File: config.mk
export PLATFORM = sky130hd
export DESIGN_NAME = lexical_token_scanner
export DESIGN_NICKNAME = d
export VERILOG_FILES = /design/src/design/lts_pkg.sv /design/src/design/lts_front.sv /design/src/design/lts_queue.sv /design/src/design/lts_back.sv /design/src/design/lexical_token_scanner.sv
export SDC_FILE = /design/constraint.sdc
export NUM_CORES = 1
export LEC_CHECK = 0
export ABC_AREA = 1
export BUFFER_PORTS_ARGS = -buffer_cell sky130_fd_sc_hd__buf_4
export CAP_MARGIN = 30
export CORE_MARGIN = 2
export CORE_UTILIZATION = 36
export CTS_CLUSTER_DIAMETER = 80
export DETAILED_ROUTE_END_ITERATION = 10
export GPL_TIMING_DRIVEN = 0
export PLACE_DENSITY = 0.63
export SETUP_SLACK_MARGIN = 0.15
export SYNTH_ARGS = -nofsm -noshare
export SYNTH_HDL_FRONTEND = slang
export SYNTH_SLANG_ARGS = --single-unit
File: constraint.sdc
create_clock -name clk -period 5.8 [get_ports clk]
set_input_delay 1.16 -clock clk [delete_from_list [all_inputs] [get_ports clk]]
set_output_delay 1.16 -clock clk [all_outputs]
set_load 0.02 [all_outputs]
File: src/design/lts_pkg.sv
// ---------------------------------------------------------------------------
// lts_pkg - shared types and constants of the lexical token scanner
// Token kinds, scanner modes and the token/group records that travel from
// the front end through the queue to the output stage.
// ---------------------------------------------------------------------------
package lts_pkg;

	localparam int MAX_LEXEME_DEF = 256;
	localparam int Q_DEPTH_DEF    = 4;
	localparam logic [15:0] LINE_MAX = 16'hFFFF;

	typedef enum logic [4:0] {
		K_READ    = 5'd0,
		K_PRINT   = 5'd1,
		K_IF      = 5'd2,
		K_ELSE    = 5'd3,
		K_BEGIN   = 5'd4,
		K_END_KW  = 5'd5,
		K_IDENT   = 5'd6,
		K_INT     = 5'd7,
		K_ASSIGN  = 5'd8,
		K_COLON   = 5'd9,
		K_INC     = 5'd10,
		K_ADD     = 5'd11,
		K_DEC     = 5'd12,
		K_SUB     = 5'd13,
		K_POW     = 5'd14,
		K_MUL     = 5'd15,
		K_DIV     = 5'd16,
		K_LE      = 5'd17,
		K_NE      = 5'd18,
		K_LT      = 5'd19,
		K_GE      = 5'd20,
		K_GT      = 5'd21,
		K_EQ      = 5'd22,
		K_LPAR    = 5'd23,
		K_RPAR    = 5'd24,
		K_SEMI    = 5'd25,
		K_UNKNOWN = 5'd26,
		K_EOF     = 5'd27
	} kind_t;

	typedef enum logic [3:0] {
		M_IDLE,
		M_WORD,
		M_NUM,
		M_COLON,
		M_PLUS,
		M_MINUS,
		M_STAR,
		M_LESS,
		M_GREATER
	} mode_t;

	typedef struct packed {
		kind_t      kind;
		logic [7:0] len;
		logic [7:0] unk;
	} tok_t;

	// One input item's results: one or two tokens, all on the same line.
	typedef struct packed {
		tok_t        tok0;
		tok_t        tok1;
		logic        two;
		logic [15:0] line;
	} grp_t;

	// Queue handshake toward the output stage.
	typedef struct packed {
		logic empty;
		grp_t head;
	} q_rd_t;

endpackage

File: src/design/lts_front.sv
// ---------------------------------------------------------------------------
// lts_front - byte classifier and scanner state
// Takes one byte per cycle while take is high, tracks the open token and builds
// the group of tokens that the byte closes.
// ---------------------------------------------------------------------------
module lts_front import lts_pkg::*; #(
	parameter int MAX_LEXEME = MAX_LEXEME_DEF
) (
	input  logic       clk,
	input  logic       arst_n,
	input  logic       take,
	input  logic [7:0] char_byte,
	input  logic       end_of_input,
	output logic       grp_vld,
	output grp_t       grp
);

	localparam int LEN_CAP_I = (MAX_LEXEME - 1) < 255 ? (MAX_LEXEME - 1) : 255;
	localparam logic [7:0] LEN_CAP = 8'(LEN_CAP_I);

	function automatic logic [7:0] kw_char(input logic [2:0] k, input logic [2:0] idx);
		logic [7:0] c;
		c = 8'h00;
		unique case (k)
			3'd0: case (idx) 3'd0: c = "r"; 3'd1: c = "e"; 3'd2: c = "a"; 3'd3: c = "d";
				default: c = 8'h00; endcase
			3'd1: case (idx) 3'd0: c = "p"; 3'd1: c = "r"; 3'd2: c = "i"; 3'd3: c = "n";
				3'd4: c = "t"; default: c = 8'h00; endcase
			3'd2: case (idx) 3'd0: c = "i"; 3'd1: c = "f"; default: c = 8'h00; endcase
			3'd3: case (idx) 3'd0: c = "e"; 3'd1: c = "l"; 3'd2: c = "s"; 3'd3: c = "e";
				default: c = 8'h00; endcase
			3'd4: case (idx) 3'd0: c = "b"; 3'd1: c = "e"; 3'd2: c = "g"; 3'd3: c = "i";
				3'd4: c = "n"; default: c = 8'h00; endcase
			3'd5: case (idx) 3'd0: c = "e"; 3'd1: c = "n"; 3'd2: c = "d";
				default: c = 8'h00; endcase
			default: c = 8'h00;
		endcase
		return c;
	endfunction

	function automatic logic [7:0] kw_len(input logic [2:0] k);
		logic [7:0] n;
		unique case (k)
			3'd0: n = 8'd4;
			3'd1: n = 8'd5;
			3'd2: n = 8'd2;
			3'd3: n = 8'd4;
			3'd4: n = 8'd5;
			3'd5: n = 8'd3;
			default: n = 8'd0;
		endcase
		return n;
	endfunction

	mode_t       mode_q, mode_d;
	logic [5:0]  cand_q, cand_d;
	logic [7:0]  len_q, len_d;
	logic [15:0] line_q, line_d;

	logic is_letter, is_digit, is_space, is_eol;
	logic done, pair_hit;
	kind_t pair_kind;
	logic  c_vld, p_vld, f_vld;
	tok_t  c_tok, p_tok, f_tok;
	logic [5:0] ext_cand, first_cand;

	assign is_letter = (char_byte >= "a" && char_byte <= "z") ||
		(char_byte >= "A" && char_byte <= "Z");
	assign is_digit  = char_byte >= "0" && char_byte <= "9";
	assign is_space  = char_byte == " " || (char_byte >= 8'd9 && char_byte <= 8'd13);
	assign is_eol    = char_byte == 8'd10;

	// keyword candidate tracking
	always_comb begin
		for (int k = 0; k < 6; k++) begin
			ext_cand[k] = cand_q[k] && (len_q < kw_len(3'(k))) &&
				(kw_char(3'(k), len_q[2:0]) == char_byte);
			first_cand[k] = kw_char(3'(k), 3'd0) == char_byte;
		end
	end

	// does the byte continue the open token, and does it finish a pair
	always_comb begin
		done = 1'b0;
		pair_hit = 1'b0;
		pair_kind = K_UNKNOWN;
		unique case (mode_q)
			M_WORD:    done = is_letter || is_digit || char_byte == "_";
			M_NUM:     done = is_digit;
			M_COLON:   begin pair_hit = char_byte == "="; pair_kind = K_ASSIGN; end
			M_PLUS:    begin pair_hit = char_byte == "+"; pair_kind = K_INC; end
			M_MINUS:   begin pair_hit = char_byte == "-"; pair_kind = K_DEC; end
			M_STAR:    begin pair_hit = char_byte == "*"; pair_kind = K_POW; end
			M_LESS: begin
				pair_hit = char_byte == "=" || char_byte == ">";
				pair_kind = (char_byte == "=") ? K_LE : K_NE;
			end
			M_GREATER: begin pair_hit = char_byte == "="; pair_kind = K_GE; end
			default:   done = 1'b0;
		endcase
	end

	// token that closes the open one
	always_comb begin
		c_vld = mode_q != M_IDLE;
		c_tok = '{kind: K_IDENT, len: 8'd1, unk: 8'h00};
		unique case (mode_q)
			M_WORD: begin
				c_tok.len = len_q;
				for (int k = 0; k < 6; k++)
					if (cand_q[k] && len_q == kw_len(3'(k)))
						c_tok.kind = kind_t'(5'(k));
			end
			M_NUM:     begin c_tok.kind = K_INT; c_tok.len = len_q; end
			M_COLON:   c_tok.kind = K_COLON;
			M_PLUS:    c_tok.kind = K_ADD;
			M_MINUS:   c_tok.kind = K_SUB;
			M_STAR:    c_tok.kind = K_MUL;
			M_LESS:    c_tok.kind = K_LT;
			M_GREATER: c_tok.kind = K_GT;
			default:   c_tok.kind = K_IDENT;
		endcase
	end

	// next state
	always_comb begin
		mode_d = mode_q;
		cand_d = cand_q;
		len_d  = len_q;
		line_d = line_q;
		if (end_of_input) begin
			mode_d = M_IDLE;
			cand_d = '0;
			len_d  = '0;
			line_d = 16'd1;
		end else if (done) begin
			if (mode_q == M_WORD)
				cand_d = ext_cand;
			if (len_q < LEN_CAP)
				len_d = len_q + 8'd1;
		end else if (pair_hit) begin
			mode_d = M_IDLE;
		end else begin
			mode_d = M_IDLE;
			cand_d = '0;
			len_d  = '0;
			if (is_space) begin
				if (is_eol && line_q != LINE_MAX)
					line_d = line_q + 16'd1;
			end else if (is_letter) begin
				mode_d = M_WORD;
				len_d  = 8'd1;
				cand_d = first_cand;
			end else if (is_digit) begin
				mode_d = M_NUM;
				len_d  = 8'd1;
			end else begin
				case (char_byte)
					":": mode_d = M_COLON;
					"+": mode_d = M_PLUS;
					"-": mode_d = M_MINUS;
					"*": mode_d = M_STAR;
					"<": mode_d = M_LESS;
					">": mode_d = M_GREATER;
					default: mode_d = M_IDLE;
				endcase
			end
		end
	end

	// emitted tokens: p = closed token, f = token of this byte
	always_comb begin
		p_vld = 1'b0;
		p_tok = c_tok;
		f_vld = 1'b0;
		f_tok = '{kind: K_EOF, len: 8'd0, unk: 8'h00};
		if (end_of_input) begin
			p_vld = c_vld;
			f_vld = 1'b1;
		end else if (done) begin
			f_vld = 1'b0;
		end else if (pair_hit) begin
			f_vld = 1'b1;
			f_tok = '{kind: pair_kind, len: 8'd2, unk: 8'h00};
		end else begin
			p_vld = c_vld;
			f_tok.len = 8'd1;
			if (!is_space && !is_letter && !is_digit) begin
				f_vld = 1'b1;
				case (char_byte) inside
					":", "+", "-", "*", "<", ">": f_vld = 1'b0;
					"/": f_tok.kind = K_DIV;
					"=": f_tok.kind = K_EQ;
					"(": f_tok.kind = K_LPAR;
					")": f_tok.kind = K_RPAR;
					";": f_tok.kind = K_SEMI;
					default: begin
						f_tok.kind = K_UNKNOWN;
						f_tok.unk  = char_byte;
					end
				endcase
			end
		end
	end

	assign grp_vld   = take && (p_vld || f_vld);
	assign grp.tok0  = p_vld ? p_tok : f_tok;
	assign grp.tok1  = f_tok;
	assign grp.two   = p_vld && f_vld;
	assign grp.line  = line_q;

	always_ff @(posedge clk or negedge arst_n) begin
		if (!arst_n) begin
			mode_q <= M_IDLE;
			cand_q <= '0;
			len_q  <= '0;
			line_q <= 16'd1;
		end else if (take) begin
			mode_q <= mode_d;
			cand_q <= cand_d;
			len_q  <= len_d;
			line_q <= line_d;
		end
	end

endmodule

File: src/design/lts_queue.sv
// ---------------------------------------------------------------------------
// lts_queue - token group queue
// Short register queue that decouples the scanner from the output stage.
// ---------------------------------------------------------------------------
module lts_queue import lts_pkg::*; #(
	parameter int DEPTH = Q_DEPTH_DEF
) (
	input  logic  clk,
	input  logic  arst_n,
	input  logic  wr_en,
	input  grp_t  wr_data,
	output logic  full,
	input  logic  rd_en,
	output q_rd_t rd
);

	localparam int PW = (DEPTH > 1) ? $clog2(DEPTH) : 1;
	localparam int CW = $clog2(DEPTH + 1);
	localparam logic [PW-1:0] PTR_LAST = PW'(DEPTH - 1);
	localparam logic [CW-1:0] CNT_FULL = CW'(DEPTH);

	grp_t          mem_q [DEPTH];
	logic [PW-1:0] wp_q, rp_q;
	logic [CW-1:0] cnt_q;

	assign full     = cnt_q == CNT_FULL;
	assign rd.empty = cnt_q == '0;
	assign rd.head  = mem_q[rp_q];

	always_ff @(posedge clk) begin
		if (wr_en)
			mem_q[wp_q] <= wr_data;
	end

	always_ff @(posedge clk or negedge arst_n) begin
		if (!arst_n) begin
			wp_q  <= '0;
			rp_q  <= '0;
			cnt_q <= '0;
		end else begin
			if (wr_en)
				wp_q <= (wp_q == PTR_LAST) ? '0 : wp_q + PW'(1);
			if (rd_en)
				rp_q <= (rp_q == PTR_LAST) ? '0 : rp_q + PW'(1);
			if (wr_en && !rd_en)
				cnt_q <= cnt_q + CW'(1);
			else if (rd_en && !wr_en)
				cnt_q <= cnt_q - CW'(1);
		end
	end

	a_no_overflow: assert property (@(posedge clk) disable iff (!arst_n)
		wr_en |-> !full || rd_en)
		else $error("queue written while full");

	a_no_underflow: assert property (@(posedge clk) disable iff (!arst_n)
		rd_en |-> !rd.empty)
		else $error("queue read while empty");

	a_count_track: assert property (@(posedge clk) disable iff (!arst_n)
		##1 cnt_q == $past(cnt_q) + CW'($past(wr_en)) - CW'($past(rd_en)))
		else $error("queue count out of step");

endmodule

File: src/design/lts_back.sv
// ---------------------------------------------------------------------------
// lts_back - output stage
// Splits each queued group into single tokens and holds them in the output
// register until taken.
// ---------------------------------------------------------------------------
module lts_back import lts_pkg::*; (
	input  logic        clk,
	input  logic        arst_n,
	input  q_rd_t       rd,
	output logic        rd_en,
	output logic        out_valid,
	input  logic        out_ready,
	output logic [4:0]  token_kind,
	output logic [7:0]  lexeme_length,
	output logic [15:0] line_number,
	output logic [7:0]  unknown_byte,
	output logic        last
);

	logic        vld_q, half_q, load;
	tok_t        tok_q, nxt_tok;
	logic [15:0] line_q;
	logic        last_q, nxt_last;

	assign load = (!vld_q || out_ready) && !rd.empty;

	// a single-token group, or the second half of a two-token group, pops the entry
	always_comb begin
		if (rd.head.two && !half_q) begin
			nxt_tok  = rd.head.tok0;
			nxt_last = 1'b0;
		end else if (rd.head.two) begin
			nxt_tok  = rd.head.tok1;
			nxt_last = 1'b1;
		end else begin
			nxt_tok  = rd.head.tok0;
			nxt_last = 1'b1;
		end
	end

	assign rd_en = load && nxt_last;

	always_ff @(posedge clk or negedge arst_n) begin
		if (!arst_n) begin
			vld_q  <= 1'b0;
			half_q <= 1'b0;
		end else begin
			if (load) begin
				vld_q  <= 1'b1;
				half_q <= !nxt_last;
			end else if (out_ready) begin
				vld_q  <= 1'b0;
			end
		end
	end

	always_ff @(posedge clk) begin
		if (load) begin
			tok_q  <= nxt_tok;
			line_q <= rd.head.line;
			last_q <= nxt_last;
		end
	end

	assign out_valid     = vld_q;
	assign token_kind    = tok_q.kind;
	assign lexeme_length = tok_q.len;
	assign line_number   = line_q;
	assign unknown_byte  = tok_q.unk;
	assign last          = last_q;

endmodule

File: src/design/lexical_token_scanner.sv
// ---------------------------------------------------------------------------
// lexical_token_scanner - byte stream to token stream
// Scans one source byte per item and delivers keyword, identifier, integer,
// operator, unknown and end tokens with their length and line number.
// ---------------------------------------------------------------------------
// Usage:
//   Input channel (in_valid/in_ready): one item per byte; char_byte is the
//   source byte, end_of_input closes the source. An end item flushes any
//   open token, then gives the end token, and the scanner returns to line 1.
//   Output channel (out_valid/out_ready): one item per token; last marks the
//   final token caused by one input item (an item gives zero, one or two).
// Throughput: one input item per cycle while the queue is not full. The output
//   register delivers one token per cycle while out_ready is high, so items that
//   close two tokens need two output transfers; the group queue (Q_DEPTH entries)
//   absorbs those bursts. A token caused by an accepted item is written into the
//   queue, then loaded into the output register that drives the output ports.
// Stalls: while out_ready is low the output register holds its token, the
//   queue fills, and in_ready drops only once the queue is full.
// Reset: arst_n clears scanner mode, length and keyword state, sets the line
//   count to 1 and empties the queue and the output register.
// ---------------------------------------------------------------------------
module lexical_token_scanner import lts_pkg::*; #(
	parameter int MAX_LEXEME = MAX_LEXEME_DEF,
	parameter int Q_DEPTH    = Q_DEPTH_DEF
) (
	input  logic        clk,
	input  logic        arst_n,
	input  logic        in_valid,
	output logic        in_ready,
	input  logic [7:0]  char_byte,
	input  logic        end_of_input,
	output logic        out_valid,
	input  logic        out_ready,
	output logic [4:0]  token_kind,
	output logic [7:0]  lexeme_length,
	output logic [15:0] line_number,
	output logic [7:0]  unknown_byte,
	output logic        last
);

	logic  take, q_full, grp_vld, rd_en;
	grp_t  grp;
	q_rd_t q_rd;

	// a byte is taken whenever it is valid and the queue is not full
	assign in_ready = !q_full;
	assign take     = in_valid && in_ready;

	lts_front #(
		.MAX_LEXEME(MAX_LEXEME)
	) u_front (
		.clk          (clk),
		.arst_n       (arst_n),
		.take         (take),
		.char_byte    (char_byte),
		.end_of_input (end_of_input),
		.grp_vld      (grp_vld),
		.grp          (grp)
	);

	lts_queue #(
		.DEPTH(Q_DEPTH)
	) u_queue (
		.clk     (clk),
		.arst_n  (arst_n),
		.wr_en   (grp_vld),
		.wr_data (grp),
		.full    (q_full),
		.rd_en   (rd_en),
		.rd      (q_rd)
	);

	lts_back u_back (
		.clk           (clk),
		.arst_n        (arst_n),
		.rd            (q_rd),
		.rd_en         (rd_en),
		.out_valid     (out_valid),
		.out_ready     (out_ready),
		.token_kind    (token_kind),
		.lexeme_length (lexeme_length),
		.line_number   (line_number),
		.unknown_byte  (unknown_byte),
		.last          (last)
	);

endmodule
Word level (Yosys, flattened, before mapping)

Memories as Yosys holds them, arrays and structs flattened.
Cells that the tools add are included.

Word-level logic and storage cells: 232
Bits in latches: 0
Memories kept: 1
RAM bits: 236
Bits in read-only memories: 0
Flip-flop bits (word level): 81

Multipliers: 0
Add/sub/neg operators: 6
Reductions and logical operators: 64
Shift operators: 0
Magnitude comparators: 13
Equality and inequality tests: 50
Bitwise operators: 0
Div/mod/pow operators: 0
Muxes and demuxes: 84

Memories:

| memory        | words | width | rd ports | clocked after memory_dff | write ports | RTL line        | source |
|---|---|---|---|---|---|---|---|
| u_queue.mem_q | 4     | 59    | 1        | 0                        | 1           | lts_queue.sv:22 | `grp_t mem_q [DEPTH];` |

Operators by type and width:

| cell                    | number |
|---|---|
| $mux W8                 | 18 |
| $mux W21                | 6 |
| $eq A8 B6 Y1 const B    | 12 |
| $mux W16                | 5 |
| $pmux W7 S5             | 2 |
| $eq A7 B8 Y1            | 6 |
| $pmux W7 S3             | 2 |
| $eq A7 B8 Y1 const A    | 5 |
| $pmux W5 S8             | 1 |
| $mux W6                 | 6 |
| $mux W5                 | 7 |
| $logic_and A1 B1 Y1     | 33 |
| $eq A8 B8 Y1            | 4 |
| $pmux W5 S6             | 1 |
| $pmux W7 S4             | 1 |
| $mux W4                 | 6 |
| $pmux W4 S6             | 1 |
| $mux W3                 | 7 |
| $add A16 B1 Y16 const B | 1 |
| $eq A4 B3 Y1 const B    | 4 |
| $ge A8 B7 Y1 const B    | 2 |
| $le A8 B7 Y1 const B    | 2 |
| $lt A8 B2 Y1 const B    | 2 |
| $lt A8 B3 Y1 const B    | 2 |
| 37 further kinds        | 81 |

Logic depth before layout (Yosys ltp)

Gate-level depths: netlist (run 1).

Depth after elaboration: 16
Depth in mapped cells: 19

By module

From an unflattened synthesis (run 1), not the netlist that was laid out.

Cells, all modules: 1532
Area total of the unflattened synthesis: 15632.5 um^2

By module, submodules not included:

| module                | sequential area each (um^2) | area an instance (um^2) | instances | cells an instance |
|---|---|---|---|---|
| lts_queue             | 7262.0                      | 9879.5                  | 1         | 740 |
| lts_front             | 852.1                       | 4181.5                  | 1         | 666 |
| lts_back              | 1191.1                      | 1557.7                  | 1         | 123 |
| lexical_token_scanner | 0.0                         | 13.8                    | 1         | 3 |

Least setup slack after synthesis (run 1)

Ideal clock, no wire load.

Kind: input to register
From: input char_byte[3]
To: memory u_queue.mem_q[0][0] (netlist name) (enable)
Buffers on the path: 1
Slack: 0.798 ns
Cell stages on the path: 12
Data required time: 5.336 ns
Setup time: 0.464 ns
Arrival: 4.538 ns
Cell sequence: buf_2 > nor2_1 > nand2_1 > nand2_1 > nand2_1 > nand2_1 > nand3_1 > nor2_2 > nor2_1 > nand2_2 > nand3_2 > nor2_1

Word-level cells in the longest chain between the ends: 14
Elaborated cells on any way between the ends: 46
Classes of those cells: order compare (8); eq/ne (9); mux (12); reduce/logical (17)

Ends and longest elaborated chain:

| what                                       | RTL line                                          | source |
|---|---|---|
| start: declaration                         | lexical_token_scanner.sv:30                       | `input logic [7:0] char_byte,` |
| $ge A8 B4 Y1, or another cell as far along | lts_front.sv:70                                   | `assign is_space = char_byte == " " \|\| (char_byte >= 8'd9 && char_byte <= 8'd13);` |
| $logic_and A1 B1 Y1 (on tied branches)     | lts_front.sv:70, lts_front.sv:67, lts_front.sv:68 |  |
| $logic_or A1 B1 Y1 (on tied branches)      | lts_front.sv:70, lts_front.sv:67                  |  |
| $logic_not A1 Y1                           | lts_front.sv:188                                  | `if (!is_space && !is_letter && !is_digit) begin` |
| $logic_and A1 B1 Y1 (2 in a row)           | lts_front.sv:188                                  |  |
| $mux W1                                    | lts_front.sv:188                                  |  |
| $mux W1                                    | lts_front.sv:182                                  | `end else if (pair_hit) begin` |
| $mux W1                                    | lts_front.sv:180                                  | `end else if (done) begin` |
| $mux W1                                    | lts_front.sv:177                                  | `if (end_of_input) begin` |
| $logic_or A1 B1 Y1 *                       | lts_front.sv:206                                  | `assign grp_vld = take && (p_vld \|\| f_vld);` |
| $logic_and A1 B1 Y1 *                      | lts_front.sv:206                                  |  |
| $mux W1 *                                  | lts_queue.sv:31                                   | `if (wr_en)` |
| $mux W1 (implied by the code) *            | lts_queue.sv:32                                   | `mem_q[wp_q] <= wr_data;` |
| end: declaration                           | lts_queue.sv:22                                   |  |

Every way passes the cells marked *; elsewhere a longest branch is shown, timed or not.

Worst setup path after layout (run 1)

From: input char_byte[7]
To: memory u_queue.mem_q[0][54] (netlist name) (enable)

Same word-level chain as after synthesis.

==> results of run 1 <==
[synthesized netlist by cell type, types with 2 or more instances]
cell	count	area, um2
nand3_2	2	20.0
nand4_1	20	125
nor2_4	2	22.5
nand3_4	3	52.6
clkbuf_1	40	150
nor2_2	9	56.3
buf_2	9	45.0
nand2_4	5	56.3
nor2_1	196	736
a21oi_1	17	85.1
o22ai_1	38	238
dfrtp_1	42	1050
nor3_1	17	85.1
nand2_8	3	60.1
and3_1	2	12.5
nor3_2	9	90.1
inv_2	10	37.5
buf_4	4	30.0
nand2_2	10	62.6
buf_6	5	56.3
o21ai_1	10	50.1
a21oi_4	2	32.5
xor2_1	19	166
o31ai_1	8	60.1
o221ai_1	15	131
ha_1	12	150
edfxtp_1	250	7510
nand3_1	75	375
nand2_1	200	751
o21ai_0	151	756
o211ai_1	3	22.5
inv_1	106	398
xnor2_1	3	26.3
nand3b_1	3	22.5
[report_power, final]
| part | total [uW] | internal (uW) | switching, uW | leakage [uW] |
|---|---|---|---|---|
| Clock | 1770 | 1000 | 770 | 0.000444 |
| Combinational | 2330 | 699 | 1630 | 0.00258 |
| Sequential | 3030 | 2890 | 140 | 0.00293 |
[per-stage QoR]
step           instances  hold slack (ns)
3_3_place_gp        1868            0.465
4_1_cts             1928            0.485
3_5_place_dp        1875            0.467
6_report            1928            0.482
5_1_grt             1928            0.510
2_1_floorplan       1308            0.449
[how the worst max path moves through the flow]
stage                            to  slack, ns          from
6_report       u_queue.mem_q[0][54]       2.05  char_byte[7]
5_1_grt        u_queue.mem_q[0][54]       1.85  char_byte[7]
4_1_cts        u_queue.mem_q[0][43]       2.04  char_byte[7]
3_5_place_dp   u_queue.mem_q[0][44]       1.47  char_byte[7]
3_3_place_gp   u_queue.mem_q[0][44]      -1.51  char_byte[7]
2_1_floorplan   u_queue.mem_q[0][0]       0.80  char_byte[3]
[sequential cells by signal, summed over array words and instances, names as in the netlist]
signal                cells
u_back.last               1
u_front.cand_q            6
u_back.line_number       16
u_queue.mem_q           212
u_queue.rp_q              2
u_queue.wp_q              2
u_front.line_q           16
u_back.out_valid          1
u_back.token_kind         5
u_back.unknown_byte       8
u_back.lexeme_length      8
u_back.half_q             1
u_queue.cnt_q             3
u_front.mode_q            4
u_front.len_q             8
[metal layers]
| metal | vias to the layer above | wire (um) | global-route usage, % |
|---|---|---|---|
| met1 | 4722 | 15300 | 24.9 |
| li1 | 4740 | - | - |
| met3 | 41 | 2400 | 2.02 |
| met4 | 0 | 556 | 4.26 |
| met5 | - | 0 | 0 |
| met2 | 352 | 16000 | 28.2 |
[critical path, cell delays in order]
cell and delay (ns):
buf_4 0.13, inv_1 0.25, nand2_2 0.12, nor2_2 0.22, nand2_2 0.16, nand2_1 0.10
nand2_1 0.10, nand3_1 0.17, nor2_1 0.12, nand2_2 0.11, nand3_2 0.24, nor2_4 0.79
buf_12 0.30
[kinds of logic (layout without fill, tap and decap cells)]
kind of cell	count (synthesis)	after routing
buffers and inverters	174	283
AO/OA/AOI/OAI	249	249
AND/OR/NAND/NOR	557	557
adder cells (fa/ha/maj)	13	13
flip-flops	293	293
XOR/XNOR	22	22
[final cells by class]
cell class | count | area (um2) | area share, %
Sequential cell | 293 | 8580 | 54.6
Timing Repair Buffer | 56 | 538 | 3.42
Clock buffer | 33 | 741 | 4.71
Tap cell | 511 | 639 | 4.07
Buffer | 58 | 282 | 1.79
Multi-Input combinational cell | 841 | 4340 | 27.6
Clock inverter | 20 | 156 | 0.995
Inverter | 116 | 435 | 2.77
==> results.ini, run 1 <==
[clock_network]
worstSkewPairLatency_ns=0.56
postCtsSetupRepairBufs=0
clkTransAtPathRegs_ns=0.06
cts_tree=yes
htreeDepth=1
cts_made_buffers=29
cts-root-buf=clkbuf_16
cts_resized=0
cts.sinks=293
max-clock-path-buffers=3
cts_hold_buf=0

[synth]
ys_seq_area_share_pct=63.1
synth_top_family_by_area=simple AND/OR/NAND/NOR gates
synthesis.area_um2=13600
synthMuxAreaShare_pct=0
ys_ff_latch=293
synthCells=1308
ys_async_sr_fraction_pct=14.7
synth_xor_xnor_area_share_pct=1.42
synth-compound-area-share_pct=10.4
synth-simple-area-share_pct=18.6
avgSynthCellArea_um2=10.4
synth_adder_area_share_pct=1.25
yosys_most_used_dff=edfxtp_1
yosysUniqueCellTypes=42
yosysWarnings=0
synth-edff-count=250
synth_nets=1334

[finish]
fin_area_um2=15700
fin_util_pct=41.9
fin_nets=1421
fillers=3655
syn_to_final_growth_pct=15.5
final_cell_mix=250 x edfxtp_1, 200 x nand2_1, 192 x nor2_1
antenna_cells=0
drive_gt1_share_pct=12.6
layout_commonest_cell=edfxtp_1

[grt]
grtUsageTotal_pct=17.4
grt_max_degree=44
grt_pass1_wl_um=52700
grt_pass1_vias=9238
grt-ovfl-total=0
antenna_found_initial=0

[routing]
drc=0
num_vias=9855
post_drt_wl_per_cell_um=17.8
routed_wl_um=34300
drt_iter0_drc=790
dr.pass1.iters=5
antenna_left=0
avgViaCountPerCell=5.11

[power_and_ir_drop]
p_per_area_nw_per_um2=453
total_power_uw=7130
ir_worst_vdd_v=0.000219
p_leak_uw=0.00595

[floorplan]
initial_utilization_pct=36.3
die-area_um2=39400
die_w_um=198
core-area_um2=37500
die_h_um=198
ioPinCount=53
rows=71

[placed_design]
post-dp-hpwl_um=23600
place_area_um2=14800
portBuffers=49
pre_cts_slack_ns=1.47
gp_congestion=0.892

[timing]
max_freq_mhz=267
rsz0062_at_grt=false
min_period_ns=3.75
min_period_over_period_pct=64.6
setup_viol=0
drv_slew=0
fin_ws_ns=2.05
slew_headroom_pct=38.6
fin_setup_tns_ns=0
worst_pin_slew_ns=0.919
hold_viol_final=0
skew_ns=0.0172

[critical_path]
crit_type=in -> reg
reg2reg_slack_ns=2.63
r2r-start=u_front.mode_q[3]
cp-start-kind=input pin
timing.rr.end=u_queue.mem_q[0][54]
crit_required_ns=6.04
cp_data_arrival_time_ns=3.99
cp_max_fo=28
endpoint_kind=register
rr_worst_depth=12

[hold_path]
min_path_cells=2
holdPathEnd=u_front.cand_q[5]
worstHoldPathType=reg -> reg
hp-start=u_front.cand_q[5]

[run_status]
status=finished, final reports clean

[flow_run]
drv_cap=0

No activity file was read; power rests on OpenSTA's default activity.
==> run 2: changes to the inputs <==
--- a/config.mk
+++ b/config.mk
@@ -5,7 +5,7 @@
 export SDC_FILE = /design/constraint.sdc
 export NUM_CORES = 1
 export LEC_CHECK = 0
-export ABC_AREA = 1
+export ABC_AREA = 0
 export BUFFER_PORTS_ARGS = -buffer_cell sky130_fd_sc_hd__buf_4
 export CAP_MARGIN = 30
 export CORE_MARGIN = 2
@@ -13,7 +13,7 @@
 export CTS_CLUSTER_DIAMETER = 80
 export DETAILED_ROUTE_END_ITERATION = 10
 export GPL_TIMING_DRIVEN = 0
-export PLACE_DENSITY = 0.63
+export PLACE_DENSITY = 0.65
 export SETUP_SLACK_MARGIN = 0.15
 export SYNTH_ARGS = -nofsm -noshare
 export SYNTH_HDL_FRONTEND = slang
==> constraint.sdc (replaced) <==
create_clock -name clk -period 3.21 [get_ports clk]
set_input_delay 0.642 -clock clk [delete_from_list [all_inputs] [get_ports clk]]
set_output_delay 0.642 -clock clk [all_outputs]
set_load 0.02 [all_outputs]
==> results.ini, run 2 <==
[finish]
largest_register=u_queue.mem_q
largest_reg_flops=212  ; unchanged
antenna_cells=0  ; unchanged
syn_to_final_growth_pct=15.7
drive_gt1_share_pct=23.5  ; +11 points
fin_area_um2=15300  ; -2.5%
fin_nets=983  ; -31%
layout_commonest_cell=edfxtp_1
final_cell_mix=250 x edfxtp_1, 55 x buf_4, 53 x mux4_2
fillers=3230  ; -12%

[synth]
synthTopCellsByArea=edfxtp_1 57%, mux4_2 9.0%, dfrtp_1 7.9%
ys_async_sr_fraction_pct=14.7  ; unchanged
synth_top_area_cell=edfxtp_1
synthesis.area_um2=13200  ; -2.8%
ys_ff_latch=293  ; unchanged
ys_seq_area_share_pct=64.9  ; +1.8 points
yosysUniqueCellTypes=87  ; +110%
synth_common_cells=250 x edfxtp_1, 53 x mux4_2, 42 x dfrtp_1, 40 x nor2_1, 38 x nand2_1
yosysMostFrequentCell=edfxtp_1
yosysWarnings=0  ; unchanged
avgSynthCellArea_um2=15.2  ; +46%
synth-edff-count=250  ; unchanged
yosys_most_used_dff=edfxtp_1
synth_top_area_share_pct=56.7  ; +1.6 points
synthCells=871  ; -33%
synth_nets=897  ; -33%

[timing]
skew_ns=0.0190  ; +0.00178 ns
max_freq_mhz=322
min_period_ns=3.10
rsz0062_at_grt=true
min_period_over_period_pct=96.7
hold_viol_final=0  ; unchanged
worst_pin_slew_ns=0.878  ; -0.0405 ns
drv_slew=0  ; unchanged
setup_viol=0  ; unchanged
slew_headroom_pct=41.5  ; +2.8 points

[critical_path]
cp_data_arrival_time_ns=3.28  ; -0.71 ns
cp-start-kind=input pin
crit_type=in -> reg
cp_max_fo=53  ; +89%
crit_path_top_delay_cell=and2_4
crit_required_ns=3.39  ; -2.65 ns
max_stage_delay_ns=0.76  ; -0.03 ns
r2r-start=u_queue.cnt_q[0]
endpoint_kind=register
worstPathCellList=buf_8 > or4_4 > o21ai_4 > a31oi_4 > or4_4 > buf_8 > a31oi_4 > and2_4
timing.rr.end=u_queue.mem_q[2][23]
reg2reg_slack_ns=0.19  ; -2.44 ns
rr_worst_depth=7  ; -5

[routing]
wl_met3_um=1390  ; -42%
routed_wl_um=29300  ; -15%
num_vias=7992  ; -19%
drt_iter0_drc=614  ; -22%
dr.pass1.iters=5  ; unchanged
avgViaCountPerCell=5.53  ; +8.1%
drc=0  ; unchanged
wl_met1_um=13000  ; -15%
post_drt_wl_per_cell_um=20.2  ; +14%
antenna_left=0  ; unchanged
wl_met2_um=14100  ; -12%
highest_layer=met5

[run_status]
status=finished, final reports clean

[power_and_ir_drop]
p_clk_share_pct=26.8  ; +1.9 points
seqPwrFrac_pct=44.5  ; +2.0 points
p_sw_uw=3540  ; +39%
ir_worst_vdd_v=0.000346  ; +58%
internal_power_uw=8570  ; +87%
switching_share_pct=29.2  ; -6.4 points
p_leak_uw=0.00537  ; -9.6%
total_power_uw=12100  ; +70%
combPwrFrac_pct=28.8  ; -3.8 points
p_per_area_nw_per_um2=791  ; +74%

[flow_run]
drv_cap=0  ; unchanged

[grt]
grt-ovfl-total=0  ; unchanged
grt_max_degree=54  ; +23%
grtUsageTotal_pct=15.3  ; -2.1 points
grt_pass1_wl_um=45900  ; -13%
antenna_found_initial=1  ; +1
grt_pass1_vias=7901  ; -14%

[clock_network]
cts-root-buf=clkbuf_16
cts_tree=yes
max-clock-path-buffers=3  ; unchanged
clkTransAtPathRegs_ns=0.06  ; about the same
cts.sinks=293  ; unchanged
worstSkewPairLatency_ns=0.55  ; about the same
cts_made_buffers=28  ; -3.4%
htreeDepth=1  ; unchanged
cts_hold_buf=0  ; unchanged

[placed_design]
place_area_um2=14300  ; -3.6%
post-dp-hpwl_um=19600  ; -17%
gp_congestion=0.931  ; +4.4%
portBuffers=50  ; +2.0%

[floorplan]
die-area_um2=38300  ; -2.7%
rows=70  ; -1.4%
ioPinCount=53  ; unchanged
initial_utilization_pct=36.3  ; about the same
die_h_um=196  ; -1.4%
core-area_um2=36400  ; -2.8%
die_w_um=196  ; -1.4%

[hold_path]
worstHoldPathType=in -> async

[run 2: cell count changes after synthesis, sizes merged, moves of 28 or more]
cell	change
o21ai	-123
and2	+28
mux4	+53
inv	-95
nor2	-167
nand2	-180
o22ai	-33
nand3	-72
[run 2: worst max-delay path: cells and delay by family]
| family | cells | cell delay [ns] |
|---|---|---|
| buffers and inverters | 2 | 0.26 |
| AOI/OAI and AO/OA | 3 | 0.56 |
| and+or+nand+nor | 3 | 1.75 |
[run 2: worst max path at each step]
stage | slack [ns] | endpoint | depth (start not counted) | startpoint
final | 0.11 | u_queue.mem_q[2][23] | 8 | char_byte[0]
after global routing | 0.04 | u_queue.mem_q[2][0] | 8 | char_byte[0]
after CTS | 0.06 | u_queue.mem_q[3][48] | 7 | u_front.mode_q[2]
after detailed placement | -0.55 | u_queue.mem_q[3][21] | 8 | char_byte[6]
after global placement | -0.56 | u_queue.mem_q[3][23] | 8 | char_byte[6]
after floorplan | 0.03 | u_queue.cnt_q[2] | 12 | char_byte[3]
[run 2: repair_timing]
action                                  4_1_cts  5_1_grt
resized for setup                             9       36
endpoints found under the setup margin      249      280
buffers inserted                              0        3
hold endpoints to repair                      0        0
pin swaps                                     2        6
[run 2: per-stage QoR]
step	hold WS, ns	setup slack, ns	std cells	setup TNS [ns]	util [%]
floorplan	0.346	0.0303	871	0	-
global placement	0.476	-0.565	1389	-147.49	39.1
detailed placement	0.477	-0.553	1392	-143.54	39.2
CTS	0.121	0.0574	1443	0	41.8
global route	0.142	0.0417	1446	0	42.0
finish	0.113	0.106	1446	0	42.0
[run 2: cells by family (layout without fill, tap and decap cells)]
| family | count (synthesis) | count (layout) | share of synthesized area (%) |
|---|---|---|---|
| muxes | 84 | 84 | 11.6 |
| xor gates and xnor gates | 24 | 24 | 1.59 |
| adders and majority gates | 13 | 13 | 1.29 |
| and+or+nand+nor | 226 | 226 | 9.77 |
| buffers and inverters | 76 | 183 | 2.41 |
| DFF | 293 | 293 | 64.9 |
| AOI/OAI and AO/OA | 155 | 155 | 8.46 |
[run 2: layout make-up]
cell class,count,area (um2),area share (%)
Multi-Input combinational cell,502,4430,28.9
Tap cell,468,586,3.82
Buffer,55,298,1.94
Clock inverter,13,124,0.809
Inverter,21,78.8,0.515
Clock buffer,38,779,5.09
Sequential cell,293,8590,56.0
Timing Repair Buffer,56,438,2.86
[run 2: power groups by stage]
stage	combinational, uW	clock, uW	sequential [uW]
after CTS	3530	3300	5400
after global placement	3450	0	5440
after floorplan	2030	0	5740
after global routing	3770	3450	5460
after detailed placement	3510	0	5470
final	3480	3240	5390
[run 2: layer usage]
| layer | global-route usage [%] | vias up |
|---|---|---|
| li1 | - | 3622 |
| met1 | 21.3 | 4085 |
| met2 | 25.2 | 233 |
| met3 | 1.67 | 50 |
| met4 | 5.05 | 2 |
| met5 | 0 | - |
